[config.mk]
export PLATFORM = sky130hd
export DESIGN_NAME = mahony_gyro_correction
export DESIGN_NICKNAME = d
export VERILOG_FILES = /design/src/rtl/mgc_pkg.sv /design/src/rtl/mgc_ctrl.sv /design/src/rtl/mgc_datapath.sv /design/src/rtl/mahony_gyro_correction.sv
export SDC_FILE = /design/constraint.sdc
export NUM_CORES = 2
export LEC_CHECK = 0
export BUFFER_PORTS_ARGS = -buffer_cell sky130_fd_sc_hd__buf_2
export CORE_MARGIN = 3
export CORE_UTILIZATION = 55
export CTS_CLUSTER_DIAMETER = 100
export DETAILED_ROUTE_END_ITERATION = 8
export PLACE_DENSITY_LB_ADDON = 0.15
export RECOVER_POWER = 25
export SLEW_MARGIN = 20
export SYNTH_ARGS = -nofsm -noshare
export SYNTH_HDL_FRONTEND = slang
export SYNTH_SLANG_ARGS = --single-unit
[constraint.sdc]
create_clock -name clk -period 12.83 [get_ports clk]
set_clock_uncertainty 0.1 [all_clocks]
set_input_delay 0.6415 -clock clk [delete_from_list [all_inputs] [get_ports clk]]
set_output_delay 0.6415 -clock clk [all_outputs]
set_load 0.01 [all_outputs]
[src/rtl/mgc_pkg.sv]
// ----------------------------------------------------------------------------
// mgc_pkg
// Shared types, widths and the microcode table for the gyro correction block.
// ----------------------------------------------------------------------------
package mgc_pkg;

  localparam int Q_W       = 16;   // quaternion / accel, Q1.14
  localparam int RATE_W    = 24;   // gyro rates, Q7.16
  localparam int DT_W      = 24;   // time step, Q0.24
  localparam int GAIN_W    = 24;   // Kp / Ki, Q8.16
  localparam int G_W       = 34;   // gravity estimate, Q.28
  localparam int E_W       = 24;   // error vector, Q.16
  localparam int INT_W     = 32;   // integrals, Q15.16
  localparam int TMP_W     = 32;   // Ki*e, P term, integral step
  localparam int MA_W      = GAIN_W + 1;
  localparam int MB_W      = G_W;
  localparam int ACC_W     = MA_W + MB_W;
  localparam int NUM_STEPS = 34;
  localparam int STEP_W    = $clog2(NUM_STEPS);
  localparam int AXES      = 3;
  localparam int IDX_W     = $clog2(AXES);
  localparam int IN_W      = 208;
  localparam int OUT_W     = 72;
  localparam int CFG_IDX_W = 2;

  localparam int SH_E    = 26;     // Q.42 -> Q.16
  localparam int SH_GAIN = 16;     // Q.32 -> Q.16
  localparam int SH_DT   = 24;     // Q.40 -> Q.16

  localparam logic [CFG_IDX_W-1:0] CFG_KP = CFG_IDX_W'(0);
  localparam logic [CFG_IDX_W-1:0] CFG_KI = CFG_IDX_W'(1);
  localparam logic [GAIN_W-1:0]    KP_RESET = GAIN_W'(65536);
  localparam logic [GAIN_W-1:0]    KI_RESET = '0;

  localparam logic [IDX_W-1:0] AX_X = IDX_W'(0);
  localparam logic [IDX_W-1:0] AX_Y = IDX_W'(1);
  localparam logic [IDX_W-1:0] AX_Z = IDX_W'(2);

  typedef enum logic [3:0] {
    A_Q0, A_Q1, A_Q2, A_Q3, A_AX, A_AY, A_AZ, A_KP, A_KI, A_DT
  } a_sel_t;

  typedef enum logic [3:0] {
    B_Q0, B_Q1, B_Q2, B_Q3, B_G0, B_G1, B_G2, B_E0, B_E1, B_E2, B_KIE
  } b_sel_t;

  typedef enum logic [1:0] {
    ACC_HOLD, ACC_LOAD, ACC_ADD, ACC_SUB
  } acc_op_t;

  typedef enum logic [2:0] {
    WB_NONE, WB_G, WB_E, WB_KIE, WB_P, WB_STEP, WB_INT, WB_OUT
  } wb_op_t;

  typedef struct packed {
    a_sel_t             a_sel;
    b_sel_t             b_sel;
    acc_op_t            acc_op;
    wb_op_t             wb_op;
    logic [IDX_W-1:0]   wb_idx;
    logic               wb_dbl;   // write back twice the sum
  } ucode_t;

  typedef struct packed {
    logic   capture;   // latch the accepted input word
    logic   out_load;  // move finished results to the output register
    ucode_t uc;
  } mgc_cmd_t;

  localparam ucode_t UC_NOP = '{A_Q0, B_Q0, ACC_HOLD, WB_NONE, AX_X, 1'b0};

  function automatic ucode_t uc_mul(input a_sel_t a, input b_sel_t b, input acc_op_t op,
                                    input wb_op_t wb, input logic [IDX_W-1:0] idx,
                                    input logic dbl);
    ucode_t u;
    u.a_sel  = a;
    u.b_sel  = b;
    u.acc_op = op;
    u.wb_op  = wb;
    u.wb_idx = idx;
    u.wb_dbl = dbl;
    return u;
  endfunction

  function automatic ucode_t uc_wb(input wb_op_t wb, input logic [IDX_W-1:0] idx);
    return uc_mul(A_Q0, B_Q0, ACC_HOLD, wb, idx, 1'b0);
  endfunction

  // A product issued at a step is registered in prod_r and then summed into
  // acc_r, so a write back of that sum is placed after both registers.
  function automatic ucode_t ucode(input logic [STEP_W-1:0] step);
    ucode_t u;
    case (step)
      // gravity: gx = 2(q1q3 - q0q2), gy = 2(q0q1 + q2q3), gz = q0^2-q1^2-q2^2+q3^2
      6'd0:  u = uc_mul(A_Q1, B_Q3, ACC_LOAD, WB_NONE, AX_X, 1'b0);
      6'd1:  u = uc_mul(A_Q0, B_Q2, ACC_SUB,  WB_NONE, AX_X, 1'b0);
      6'd2:  u = uc_mul(A_Q0, B_Q1, ACC_LOAD, WB_NONE, AX_X, 1'b0);
      6'd3:  u = uc_mul(A_Q2, B_Q3, ACC_ADD,  WB_G,    AX_X, 1'b1);
      6'd4:  u = uc_mul(A_Q0, B_Q0, ACC_LOAD, WB_NONE, AX_X, 1'b0);
      6'd5:  u = uc_mul(A_Q1, B_Q1, ACC_SUB,  WB_G,    AX_Y, 1'b1);
      6'd6:  u = uc_mul(A_Q2, B_Q2, ACC_SUB,  WB_NONE, AX_X, 1'b0);
      6'd7:  u = uc_mul(A_Q3, B_Q3, ACC_ADD,  WB_NONE, AX_X, 1'b0);
      // error e = a x g, z first since it only needs gx, gy
      6'd8:  u = uc_mul(A_AX, B_G1, ACC_LOAD, WB_NONE, AX_X, 1'b0);
      6'd9:  u = uc_mul(A_AY, B_G0, ACC_SUB,  WB_G,    AX_Z, 1'b0);
      6'd10: u = uc_mul(A_AY, B_G2, ACC_LOAD, WB_NONE, AX_X, 1'b0);
      6'd11: u = uc_mul(A_AZ, B_G1, ACC_SUB,  WB_E,    AX_Z, 1'b0);
      6'd12: u = uc_mul(A_AZ, B_G0, ACC_LOAD, WB_NONE, AX_X, 1'b0);
      6'd13: u = uc_mul(A_AX, B_G2, ACC_SUB,  WB_E,    AX_X, 1'b0);
      // x axis PI
      6'd14: u = uc_mul(A_KI, B_E0, ACC_LOAD, WB_NONE, AX_X, 1'b0);
      6'd15: u = uc_mul(A_KP, B_E0, ACC_LOAD, WB_E,    AX_Y, 1'b0);
      6'd16: u = uc_wb(WB_KIE, AX_X);
      6'd17: u = uc_mul(A_DT, B_KIE, ACC_LOAD, WB_P,   AX_X, 1'b0);
      6'd18: u = UC_NOP;
      6'd19: u = uc_wb(WB_STEP, AX_X);
      // y axis PI, overlapped with the x axis tail
      6'd20: u = uc_mul(A_KI, B_E1, ACC_LOAD, WB_INT,  AX_X, 1'b0);
      6'd21: u = uc_mul(A_KP, B_E1, ACC_LOAD, WB_OUT,  AX_X, 1'b0);
      6'd22: u = uc_wb(WB_KIE, AX_Y);
      6'd23: u = uc_mul(A_DT, B_KIE, ACC_LOAD, WB_P,   AX_Y, 1'b0);
      6'd24: u = UC_NOP;
      6'd25: u = uc_wb(WB_STEP, AX_Y);
      // z axis PI
      6'd26: u = uc_mul(A_KI, B_E2, ACC_LOAD, WB_INT,  AX_Y, 1'b0);
      6'd27: u = uc_mul(A_KP, B_E2, ACC_LOAD, WB_OUT,  AX_Y, 1'b0);
      6'd28: u = uc_wb(WB_KIE, AX_Z);
      6'd29: u = uc_mul(A_DT, B_KIE, ACC_LOAD, WB_P,   AX_Z, 1'b0);
      6'd30: u = UC_NOP;
      6'd31: u = uc_wb(WB_STEP, AX_Z);
      6'd32: u = uc_wb(WB_INT, AX_Z);
      6'd33: u = uc_wb(WB_OUT, AX_Z);
      default: u = UC_NOP;
    endcase
    return u;
  endfunction

endpackage

[src/rtl/mgc_ctrl.sv]
// ----------------------------------------------------------------------------
// mgc_ctrl
// Sequencer: accepts a word, steps through the microcode, hands the result
// to the output register.
// ----------------------------------------------------------------------------
module mgc_ctrl import mgc_pkg::*; (
  input  logic     clk,
  input  logic     rst_n,
  input  logic     in_tvalid,
  output logic     in_tready,
  output logic     out_tvalid,
  input  logic     out_tready,
  output mgc_cmd_t cmd
);

  typedef enum logic [2:0] {
    ST_IDLE = 3'b001,
    ST_RUN  = 3'b010,
    ST_HOLD = 3'b100
  } state_t;

  localparam logic [STEP_W-1:0] LAST_STEP = STEP_W'(NUM_STEPS - 1);

  state_t            state_r, state_nxt;
  logic [STEP_W-1:0] step_r, step_nxt;
  logic              out_valid_r, out_valid_nxt;
  logic              out_load;

  always_comb begin
    state_nxt = state_r;
    step_nxt  = step_r;
    out_load  = 1'b0;
    case (state_r)
      ST_IDLE: begin
        step_nxt = '0;
        if (in_tvalid) begin
          state_nxt = ST_RUN;
        end
      end
      ST_RUN: begin
        step_nxt = step_r + STEP_W'(1);
        if (step_r == LAST_STEP) begin
          state_nxt = ST_HOLD;
        end
      end
      ST_HOLD: begin
        // wait for the previous word to leave the output register
        if (!out_valid_r || out_tready) begin
          out_load  = 1'b1;
          state_nxt = ST_IDLE;
        end
      end
      default: begin
        state_nxt = ST_IDLE;
      end
    endcase
  end

  always_comb begin
    if (out_load) begin
      out_valid_nxt = 1'b1;
    end else if (out_tready) begin
      out_valid_nxt = 1'b0;
    end else begin
      out_valid_nxt = out_valid_r;
    end
  end

  always_ff @(posedge clk) begin
    if (!rst_n) begin
      state_r     <= ST_IDLE;
      step_r      <= '0;
      out_valid_r <= 1'b0;
    end else begin
      state_r     <= state_nxt;
      step_r      <= step_nxt;
      out_valid_r <= out_valid_nxt;
    end
  end

  assign in_tready    = (state_r == ST_IDLE);
  assign out_tvalid   = out_valid_r;
  assign cmd.capture  = in_tready && in_tvalid;
  assign cmd.out_load = out_load;
  assign cmd.uc       = (state_r == ST_RUN) ? ucode(step_r) : UC_NOP;

endmodule

[src/rtl/mgc_datapath.sv]
// ----------------------------------------------------------------------------
// mgc_datapath
// Shared 25x34 multiplier, 59-bit accumulator, rounding write-back,
// integral state, gain registers and the output register.
// ----------------------------------------------------------------------------
module mgc_datapath import mgc_pkg::*; (
  input  logic                 clk,
  input  logic                 rst_n,
  input  mgc_cmd_t             cmd,
  input  logic [IN_W-1:0]      in_tdata,
  input  logic                 cfg_wr_en,
  input  logic [CFG_IDX_W-1:0] cfg_index,
  input  logic [GAIN_W-1:0]    cfg_wdata,
  output logic [OUT_W-1:0]     out_tdata
);

  localparam int OSUM_W = TMP_W + 2;

  // latched input word
  logic signed [Q_W-1:0]    q_r [4];
  logic signed [Q_W-1:0]    a_r [AXES];
  logic signed [RATE_W-1:0] rate_r [AXES];
  logic [DT_W-1:0]          dt_r;

  logic [GAIN_W-1:0]        kp_r, ki_r;

  logic signed [G_W-1:0]    g_r [AXES];
  logic signed [E_W-1:0]    e_r [AXES];
  logic signed [TMP_W-1:0]  kie_r, p_r, step_r;
  logic signed [INT_W-1:0]  integ_r [AXES];
  logic signed [RATE_W-1:0] res_r [AXES];
  logic [RATE_W-1:0]        out_r [AXES];

  logic signed [MA_W-1:0]   opa;
  logic signed [MB_W-1:0]   opb;
  logic signed [ACC_W-1:0]  prod_r, acc_r, acc_nxt;
  acc_op_t                  acc_op_r;

  logic signed [ACC_W-1:0]  half, rnd_sum, rnd_val, g_val;
  logic signed [INT_W:0]    int_sum;
  logic signed [INT_W-1:0]  int_sat;
  logic signed [OSUM_W-1:0] out_sum;
  logic signed [RATE_W-1:0] out_sat;
  logic [OSUM_W-RATE_W:0]   out_top;
  ucode_t                   uc;
  logic [IDX_W-1:0]         wi;

  assign uc = cmd.uc;
  assign wi = uc.wb_idx;

  // input capture, fields from the lowest bit up
  always_ff @(posedge clk) begin
    if (cmd.capture) begin
      q_r[0]    <= in_tdata[15:0];
      q_r[1]    <= in_tdata[31:16];
      q_r[2]    <= in_tdata[47:32];
      q_r[3]    <= in_tdata[63:48];
      a_r[0]    <= in_tdata[79:64];
      a_r[1]    <= in_tdata[95:80];
      a_r[2]    <= in_tdata[111:96];
      rate_r[0] <= in_tdata[135:112];
      rate_r[1] <= in_tdata[159:136];
      rate_r[2] <= in_tdata[183:160];
      dt_r      <= in_tdata[207:184];
    end
  end

  always_ff @(posedge clk) begin
    if (!rst_n) begin
      kp_r <= KP_RESET;
      ki_r <= KI_RESET;
    end else if (cfg_wr_en) begin
      case (cfg_index)
        CFG_KP:  kp_r <= cfg_wdata;
        CFG_KI:  ki_r <= cfg_wdata;
        default: ;
      endcase
    end
  end

  // multiplier operands
  always_comb begin
    case (uc.a_sel)
      A_Q0:    opa = MA_W'(q_r[0]);
      A_Q1:    opa = MA_W'(q_r[1]);
      A_Q2:    opa = MA_W'(q_r[2]);
      A_Q3:    opa = MA_W'(q_r[3]);
      A_AX:    opa = MA_W'(a_r[0]);
      A_AY:    opa = MA_W'(a_r[1]);
      A_AZ:    opa = MA_W'(a_r[2]);
      A_KP:    opa = $signed({1'b0, kp_r});
      A_KI:    opa = $signed({1'b0, ki_r});
      A_DT:    opa = $signed({1'b0, dt_r});
      default: opa = '0;
    endcase
  end

  always_comb begin
    case (uc.b_sel)
      B_Q0:    opb = MB_W'(q_r[0]);
      B_Q1:    opb = MB_W'(q_r[1]);
      B_Q2:    opb = MB_W'(q_r[2]);
      B_Q3:    opb = MB_W'(q_r[3]);
      B_G0:    opb = g_r[0];
      B_G1:    opb = g_r[1];
      B_G2:    opb = g_r[2];
      B_E0:    opb = MB_W'(e_r[0]);
      B_E1:    opb = MB_W'(e_r[1]);
      B_E2:    opb = MB_W'(e_r[2]);
      B_KIE:   opb = MB_W'(kie_r);
      default: opb = '0;
    endcase
  end

  always_ff @(posedge clk) begin
    prod_r <= opa * opb;
  end

  always_comb begin
    case (acc_op_r)
      ACC_LOAD: acc_nxt = prod_r;
      ACC_ADD:  acc_nxt = acc_r + prod_r;
      ACC_SUB:  acc_nxt = acc_r - prod_r;
      default:  acc_nxt = acc_r;
    endcase
  end

  always_ff @(posedge clk) begin
    if (!rst_n) begin
      acc_op_r <= ACC_HOLD;
    end else begin
      acc_op_r <= uc.acc_op;
    end
  end

  always_ff @(posedge clk) begin
    acc_r <= acc_nxt;
  end

  // round half up: add half an LSB of the target, then arithmetic shift
  always_comb begin
    half = '0;
    case (uc.wb_op)
      WB_E:    half[SH_E-1]    = 1'b1;
      WB_STEP: half[SH_DT-1]   = 1'b1;
      default: half[SH_GAIN-1] = 1'b1;
    endcase
    rnd_sum = acc_r + half;
    case (uc.wb_op)
      WB_E:    rnd_val = rnd_sum >>> SH_E;
      WB_STEP: rnd_val = rnd_sum >>> SH_DT;
      default: rnd_val = rnd_sum >>> SH_GAIN;
    endcase
  end

  assign g_val = uc.wb_dbl ? (acc_r <<< 1) : acc_r;

  // integral update, saturated to 32 bits
  always_comb begin
    int_sum = (INT_W+1)'(integ_r[wi]) + (INT_W+1)'(step_r);
    if (int_sum[INT_W] != int_sum[INT_W-1]) begin
      int_sat = int_sum[INT_W] ? {1'b1, {(INT_W-1){1'b0}}} : {1'b0, {(INT_W-1){1'b1}}};
    end else begin
      int_sat = int_sum[INT_W-1:0];
    end
  end

  // rate + P + integral, saturated to the output range
  always_comb begin
    out_sum = OSUM_W'(rate_r[wi]) + OSUM_W'(p_r) + OSUM_W'(integ_r[wi]);
    out_top = out_sum[OSUM_W-1:RATE_W-1];
    if ((&out_top) || !(|out_top)) begin
      out_sat = out_sum[RATE_W-1:0];
    end else begin
      out_sat = out_sum[OSUM_W-1] ? {1'b1, {(RATE_W-1){1'b0}}}
                                  : {1'b0, {(RATE_W-1){1'b1}}};
    end
  end

  always_ff @(posedge clk) begin
    case (uc.wb_op)
      WB_G:    g_r[wi]   <= g_val[G_W-1:0];
      WB_E:    e_r[wi]   <= rnd_val[E_W-1:0];
      WB_KIE:  kie_r     <= rnd_val[TMP_W-1:0];
      WB_P:    p_r       <= rnd_val[TMP_W-1:0];
      WB_STEP: step_r    <= rnd_val[TMP_W-1:0];
      WB_OUT:  res_r[wi] <= out_sat;
      default: ;
    endcase
  end

  always_ff @(posedge clk) begin
    if (!rst_n) begin
      for (int i = 0; i < AXES; i++) begin
        integ_r[i] <= '0;
      end
    end else if (uc.wb_op == WB_INT) begin
      integ_r[wi] <= int_sat;
    end
  end

  always_ff @(posedge clk) begin
    if (cmd.out_load) begin
      for (int i = 0; i < AXES; i++) begin
        out_r[i] <= res_r[i];
      end
    end
  end

  assign out_tdata = {out_r[2], out_r[1], out_r[0]};

endmodule

[src/rtl/mahony_gyro_correction.sv]
// ----------------------------------------------------------------------------
// mahony_gyro_correction
// Mahony complementary filter gyro correction step in fixed point.
// ----------------------------------------------------------------------------
// One word in gives one word out. The block takes a new input word only when
// idle; from the accepting edge it runs 34 microcode steps through a single
// shared 25x34 multiplier and a 59-bit accumulator, then loads the output
// register and returns to idle; it takes no new word before the last one is
// through. A finished result waits in the output register while the next
// word is already being computed; a stall on the output side only holds the
// block once the following result is ready. The user must write Kp and Ki
// through the cfg port only while no word is in flight; the block itself
// does not enforce this (index 0 = Kp, index 1 = Ki, others ignored). The
// three integrals reset to zero and saturate at the signed 32-bit range.
// ----------------------------------------------------------------------------
module mahony_gyro_correction import mgc_pkg::*; (
  input  logic                 clk,
  input  logic                 rst_n,
  // quat_w, quat_x, quat_y, quat_z, accel_x, accel_y, accel_z,
  // rate_x_in, rate_y_in, rate_z_in, time_step
  input  logic [IN_W-1:0]      in_tdata,
  input  logic                 in_tvalid,
  output logic                 in_tready,
  // rate_x_out, rate_y_out, rate_z_out
  output logic [OUT_W-1:0]     out_tdata,
  output logic                 out_tvalid,
  input  logic                 out_tready,
  input  logic                 cfg_wr_en,
  input  logic [CFG_IDX_W-1:0] cfg_index,
  input  logic [GAIN_W-1:0]    cfg_wdata
);

  mgc_cmd_t cmd;

  mgc_ctrl u_ctrl (
    .clk        (clk),
    .rst_n      (rst_n),
    .in_tvalid  (in_tvalid),
    .in_tready  (in_tready),
    .out_tvalid (out_tvalid),
    .out_tready (out_tready),
    .cmd        (cmd)
  );

  mgc_datapath u_dp (
    .clk       (clk),
    .rst_n     (rst_n),
    .cmd       (cmd),
    .in_tdata  (in_tdata),
    .cfg_wr_en (cfg_wr_en),
    .cfg_index (cfg_index),
    .cfg_wdata (cfg_wdata),
    .out_tdata (out_tdata)
  );

endmodule

Word level (Yosys, flattened, before mapping)
Memory sizes are Yosys's and may differ from the RTL's. A register that Yosys moved wholly into a read port is not among the register bits.
Index checks and enable logic that the tools add are counted.
{"block": "totals", "regBits": 298, "romBits": 1024, "out_inout_bits": 74, "ram_bits": 598, "memories": 9, "inputBits": 239, "elab_cells": 126}
{"memory": "(name not given)", "depth": 64, "word_bits": 16, "read_ports": 1, "rd_clocked_by_memory_dff": 1, "wr": 0, "line_no": "mgc_pkg.sv:93", "text": "case (step)"}
{"memory": "u_dp.g_r", "depth": 3, "word_bits": 34, "read_ports": 3, "rd_clocked_by_memory_dff": 0, "wr": 1, "line_no": "mgc_datapath.sv:27", "text": "logic signed [G_W-1:0] g_r [AXES];"}
{"memory": "u_dp.integ_r", "depth": 3, "word_bits": 32, "read_ports": 1, "rd_clocked_by_memory_dff": 0, "wr": 3, "line_no": "mgc_datapath.sv:30", "text": "logic signed [INT_W-1:0] integ_r [AXES];"}
{"memory": "u_dp.e_r", "depth": 3, "word_bits": 24, "read_ports": 3, "rd_clocked_by_memory_dff": 0, "wr": 1, "line_no": "mgc_datapath.sv:28", "text": "logic signed [E_W-1:0] e_r [AXES];"}
{"memory": "u_dp.out_r", "depth": 3, "word_bits": 24, "read_ports": 3, "rd_clocked_by_memory_dff": 0, "wr": 3, "line_no": "mgc_datapath.sv:32", "text": "logic [RATE_W-1:0] out_r [AXES];"}
{"memory": "u_dp.rate_r", "depth": 3, "word_bits": 24, "read_ports": 1, "rd_clocked_by_memory_dff": 0, "wr": 3, "line_no": "mgc_datapath.sv:22", "text": "logic signed [RATE_W-1:0] rate_r [AXES];"}
{"memory": "3 more memories"}
{"block": "op_classes", "n_reduce_logical": 19, "eq_ne": 38, "n_mul": 1, "addsub": 7, "muxes": 40}
{"operator": "$pmux 34 s11", "count": 1}
{"operator": "$pmux 25 s10", "count": 1}
{"operator": "$pmux 59 s3", "count": 1}
{"operator": "$mux 32", "count": 3}
{"operator": "$pmux 32 s2", "count": 1}
{"operator": "$add 59x59->59", "count": 1}
{"operator": "$mul 25x34->59", "count": 1}
{"operator": "$sub 59x59->59", "count": 1}
{"operator": "$add 58x27->58", "count": 1}
{"operator": "$mux 24", "count": 2}
{"operator": "$add 33x32->34", "count": 1}
{"operator": "$mux 34", "count": 1}
{"operator": "$add 24x32->33", "count": 1}
{"operator": "$add 32x32->33", "count": 1}
{"operator": "$eq 4x3->1 const B", "count": 8}
{"operator": "$reduce_or 32->1", "count": 1}
{"operator": "$mux 1", "count": 21}
{"operator": "$eq 4x4->1 const B", "count": 5}
{"operator": "$eq 4x2->1 const B", "count": 4}
{"operator": "$mux 16", "count": 1}
{"operator": "$eq 3x3->1 const B", "count": 5}
{"operator": "$mux 6", "count": 2}
{"operator": "$pmux 6 s2", "count": 1}
{"operator": "$reduce_and 11->1", "count": 1}
{"operator": "other kinds (24)", "count": 39}

Logic depth before layout (Yosys ltp)
An unclocked memory read counts as a cell.
{"block": "logic_depth", "depth_word": 9, "depth_mapped": 36, "mapped_depth_nobuf": 33}

Modules after synthesis
A second synthesis with hierarchy kept.
{"block": "hier_totals", "cells_unflattened": 6835, "area_unflattened_um2": 73705.7}
{"module": "mgc_datapath", "cells_per_inst": 6625, "instances": 1, "area_each_um2": 71941.5, "seq_area_each_um2": 26425.3}
{"module": "mgc_ctrl", "cells_per_inst": 210, "instances": 1, "area_each_um2": 1764.2, "seq_area_each_um2": 520.5}

Worst setup path before layout
No wires, ideal clock.
{"block": "synth_timing", "path_type": "register to register", "from": "register with a tool-made name", "to": "register u_dp.prod_r[53]", "synth_period_minus_slack_ns": 8.941, "arrival_ns": 8.769, "n_path_buf": 4, "required_ns": 12.658, "slack_ns": 3.889, "path_stages_with_launch": 31, "setup_ns": 0.072, "path_cell_list": "dfxtp_1 -> buf_1 -> buf_1 -> mux4_2 -> a32oi_1 -> and3_1 -> clkbuf_1 -> buf_1 -> nor2_1 -> fa_1 -> fa_1 -> inv_1 -> fa_1 -> fa_1 -> fa_1 -> inv_1 -> fa_1 -> inv_1 -> fa_1 -> inv_1 -> ha_1 -> nand2_1 -> nor2_1 -> and2_1 -> a2111oi_0 -> o31a_1 -> o31ai_1 -> a2111oi_0 -> o21bai_1 -> a21oi_1 -> xnor2_1"}
{"item": "end signal: assignment", "line_no": "mgc_datapath.sv:116", "text": "prod_r <= opa * opb;"}
{"item": "end: declaration", "line_no": "mgc_datapath.sv:36", "text": "logic signed [ACC_W-1:0] prod_r, acc_r, acc_nxt;"}

==> impl_metrics.py <==
metrics = {
    "synthesis": {
        "ys_warn_count": 0,
        "synthFlopType": "edfxtp_1",
        "netlist_area_sq_um": 74600,
        "synth_seq_area_share_pct": 36.1,
        "synthesis.area_per_instance_sq_um": 10.4,
        "synth.distinct_cells": 87,
        "synth_edf_count": 808,
        "synth_nets": 8605,
        "synthDominantCellAreaShare_pct": 32.5,
        "synth.area.top_cells": "edfxtp_1, fa_1, inv_1",
        "syn_inst": 7183,
        "yosys.area.top_type": "edfxtp_1",
        "synth_seq_cells": 942,
        "ys_async_sr_fraction_pct": 0,
    },
    "routing": {
        "drc": 0,
        "wl_per_cell_um": 25.7,
        "drtPass1Iterations": 6,
        "routed_wl_um": 244000,
        "drt_iter0_drc": 6039,
        "vias": 57500,
        "drtAntennaViolNets": 0,
        "viasPerCell": 6.07,
    },
    "setup_path": {
        "crit_required_ns": 13.32,
        "end_kind": "flip-flop",
        "cp.arrival_ns": 11.79,
        "critPathMaxFanout": 25,
        "max_stage_delay_ns": 0.94,
        "critical_path.most_common_cell": "fa_1",
        "worst_setup_path_start_kind": "flip-flop",
        "cp_slowest_cell": "dfxtp_1",
        "path_class": "reg2reg",
    },
    "placed_design": {
        "dp.final_hpwl_um": 185000,
        "placed_cells": 9075,
        "port_buffers": 312,
        "gp_congestion": 0.991,
    },
    "layout": {
        "nets": 9043,
        "post-route-util_pct": 62.5,
        "layout_common_cells": "inv_1, fa_1, nand2_1",
        "final_common_cell": "inv_1",
        "area_growth_syn_to_layout_pct": 12.3,
        "fillers": 10900,
        "layout-drive-gt1-share_pct": 9.19,
        "post_layout_nonfiller_instances": 9478,
    },
    "sta": {
        "relSlewSlack_pct": -178,
        "slew_violations": 210,
        "period_minus_slack_ns": 11.30,
        "rsz0062_at_grt": "false",
        "setup_viol": 0,
        "tightest_slew_ns": 4.17,
        "post-route-period-util_pct": 88.1,
        "finalHoldViolCount": 0,
        "fin_setup_tns_ns": 0,
        "fmax_mhz": 88.5,
    },
    "die": {
        "die-area_sq_um": 140000,
        "coreArea_sq_um": 134000,
        "initial_core_util_pct": 55.7,
        "ios": 313,
        "die_w_um": 374,
        "row_count": 134,
        "fp.dieH_um": 374,
    },
    "clock_tree": {
        "postCtsSetupRepairBufs": 0,
        "max-clock-path-buffers": 3,
        "cts_buffers": 103,
        "cts.clk_slew.worst_paths_ns": 0.07,
        "clock_latency_ns": 0.75,
        "root_buffer": "clkbuf_16",
        "tritoncts": "built",
        "htree_levels": 3,
        "cts.sinks": 942,
    },
    "grt": {
        "grtUsageMet2_pct": 55.8,
        "grt.total_usage_pct": 34.9,
        "first_global_vias": 58900,
        "met1_usage_pct": 45.0,
        "grt_pass1_wl_um": 367000,
        "busiest_layer": "met2",
        "grt_max_degree": 130,
        "grt.met3_usage_pct": 7.25,
        "overflow": 0,
        "antenna_found_initial": 10,
    },
    "run": {
        "cap_viol_max_count": 4,
    },
    "run_status": {
        "outcome": "finished, violations left",
        "violations": "max-capacitance violations, max-slew violations",
    },
    "worst_hold_path": {
        "min_path_type": "in2reg",
    },
}
[layer usage]
layer / vias to the layer above / routed length [um]
li1: 24800 / -
met1: 28700 / 91600
met2: 3318 / 112000
met3: 761 / 23900
met4: 4 / 16000
met5: - / 24
[Yosys cell counts, types with 113 or more instances]
| master | number |
|---|---|
| a21oi_1 | 321 |
| clkbuf_1 | 301 |
| dfxtp_1 | 134 |
| edfxtp_1 | 808 |
| fa_1 | 892 |
| ha_1 | 291 |
| inv_1 | 1091 |
| nand2_1 | 846 |
| nand3_1 | 122 |
| nor2_1 | 711 |
| o21ai_0 | 184 |
| xnor2_1 | 146 |
| xor2_1 | 113 |
[sequential cells by signal, indices dropped and copies added (netlist names), 48 cells and up, named ones only]
name,count
u_dp.e_r,72
u_dp.q_r,64
u_dp.prod_r,58
u_dp.integ_r,128
u_dp.out_r,72
u_dp.res_r,72
u_dp.rate_r,72
u_dp.acc_r,58
u_dp.a_r,48
u_dp.g_r,102
[path summary, 6_finish.rpt]
kind                           from                end  slack, ns  cells past startpoint
setup / recovery          flip-flop    u_dp.prod_r[53]       1.53                     30
hold / removal         cfg_wdata[6]       u_dp.kp_r[6]       0.04                      3
setup reg to reg          flip-flop    u_dp.prod_r[53]       1.53                     30
hold reg to reg   u_dp.res_r[2][19]  u_dp.out_r[0][67]       0.32                      0
[final cells by class]
cell class / instances / area, sq um / share of cell area, %
clock buffers: 133 / 2760 / 3.29
repair buffers: 666 / 4600 / 5.49
diodes: 4 / 10.0 / 0.0119
multi-input cells: 4811 / 42500 / 50.8
well taps: 1768 / 2210 / 2.64
clock inverters: 57 / 621 / 0.740
inverters: 1097 / 4130 / 4.92
flip-flops and latches: 942 / 27000 / 32.2
[what timing repair did]
item / CTS / global route
hold buffers: 205 / 0
endpoints found under the hold margin: 205 / 0
resized for setup: 0 / 0
[critical path: cells and delay by family, from the launching register on]
| kind | cells | cell delay, ns |
|---|---|---|
| simple gates | 3 | 0.83 |
| flops | 1 | 0.94 |
| mux | 1 | 0.51 |
| buf+inv | 7 | 1.06 |
| compound gates | 10 | 3.84 |
| fa+ha+maj | 8 | 3.67 |
| xor+xnor | 1 | 0.15 |
[cells by family after synthesis]
| family | Yosys count | synth area share [%] |
|---|---|---|
| and+or+nand+nor | 2118 | 12.5 |
| buffers and inverters | 1430 | 7.20 |
| adders and majority gates | 1183 | 28.8 |
| AOI/OAI and AO/OA | 1107 | 9.97 |
| DFF | 942 | 36.1 |
| xor gates and xnor gates | 260 | 3.06 |
| muxes | 143 | 2.41 |
[per-stage QoR]
stage / instance area [sq um] / hold WS (ns) / setup WS, ns
after floorplan: 74600 / 0.300 / 3.89
after global placement: 78500 / 0.301 / 1.24
after detailed placement: 78500 / 0.305 / 1.86
after CTS: 83900 / 0.00411 / 1.70
after global routing: 83800 / 0.0415 / 1.22
final: 83800 / 0.0445 / 1.53
Power is left out: the tool's default activity adds up to more than one toggle a clock period on the data nets, which glitch-free logic cannot reach.
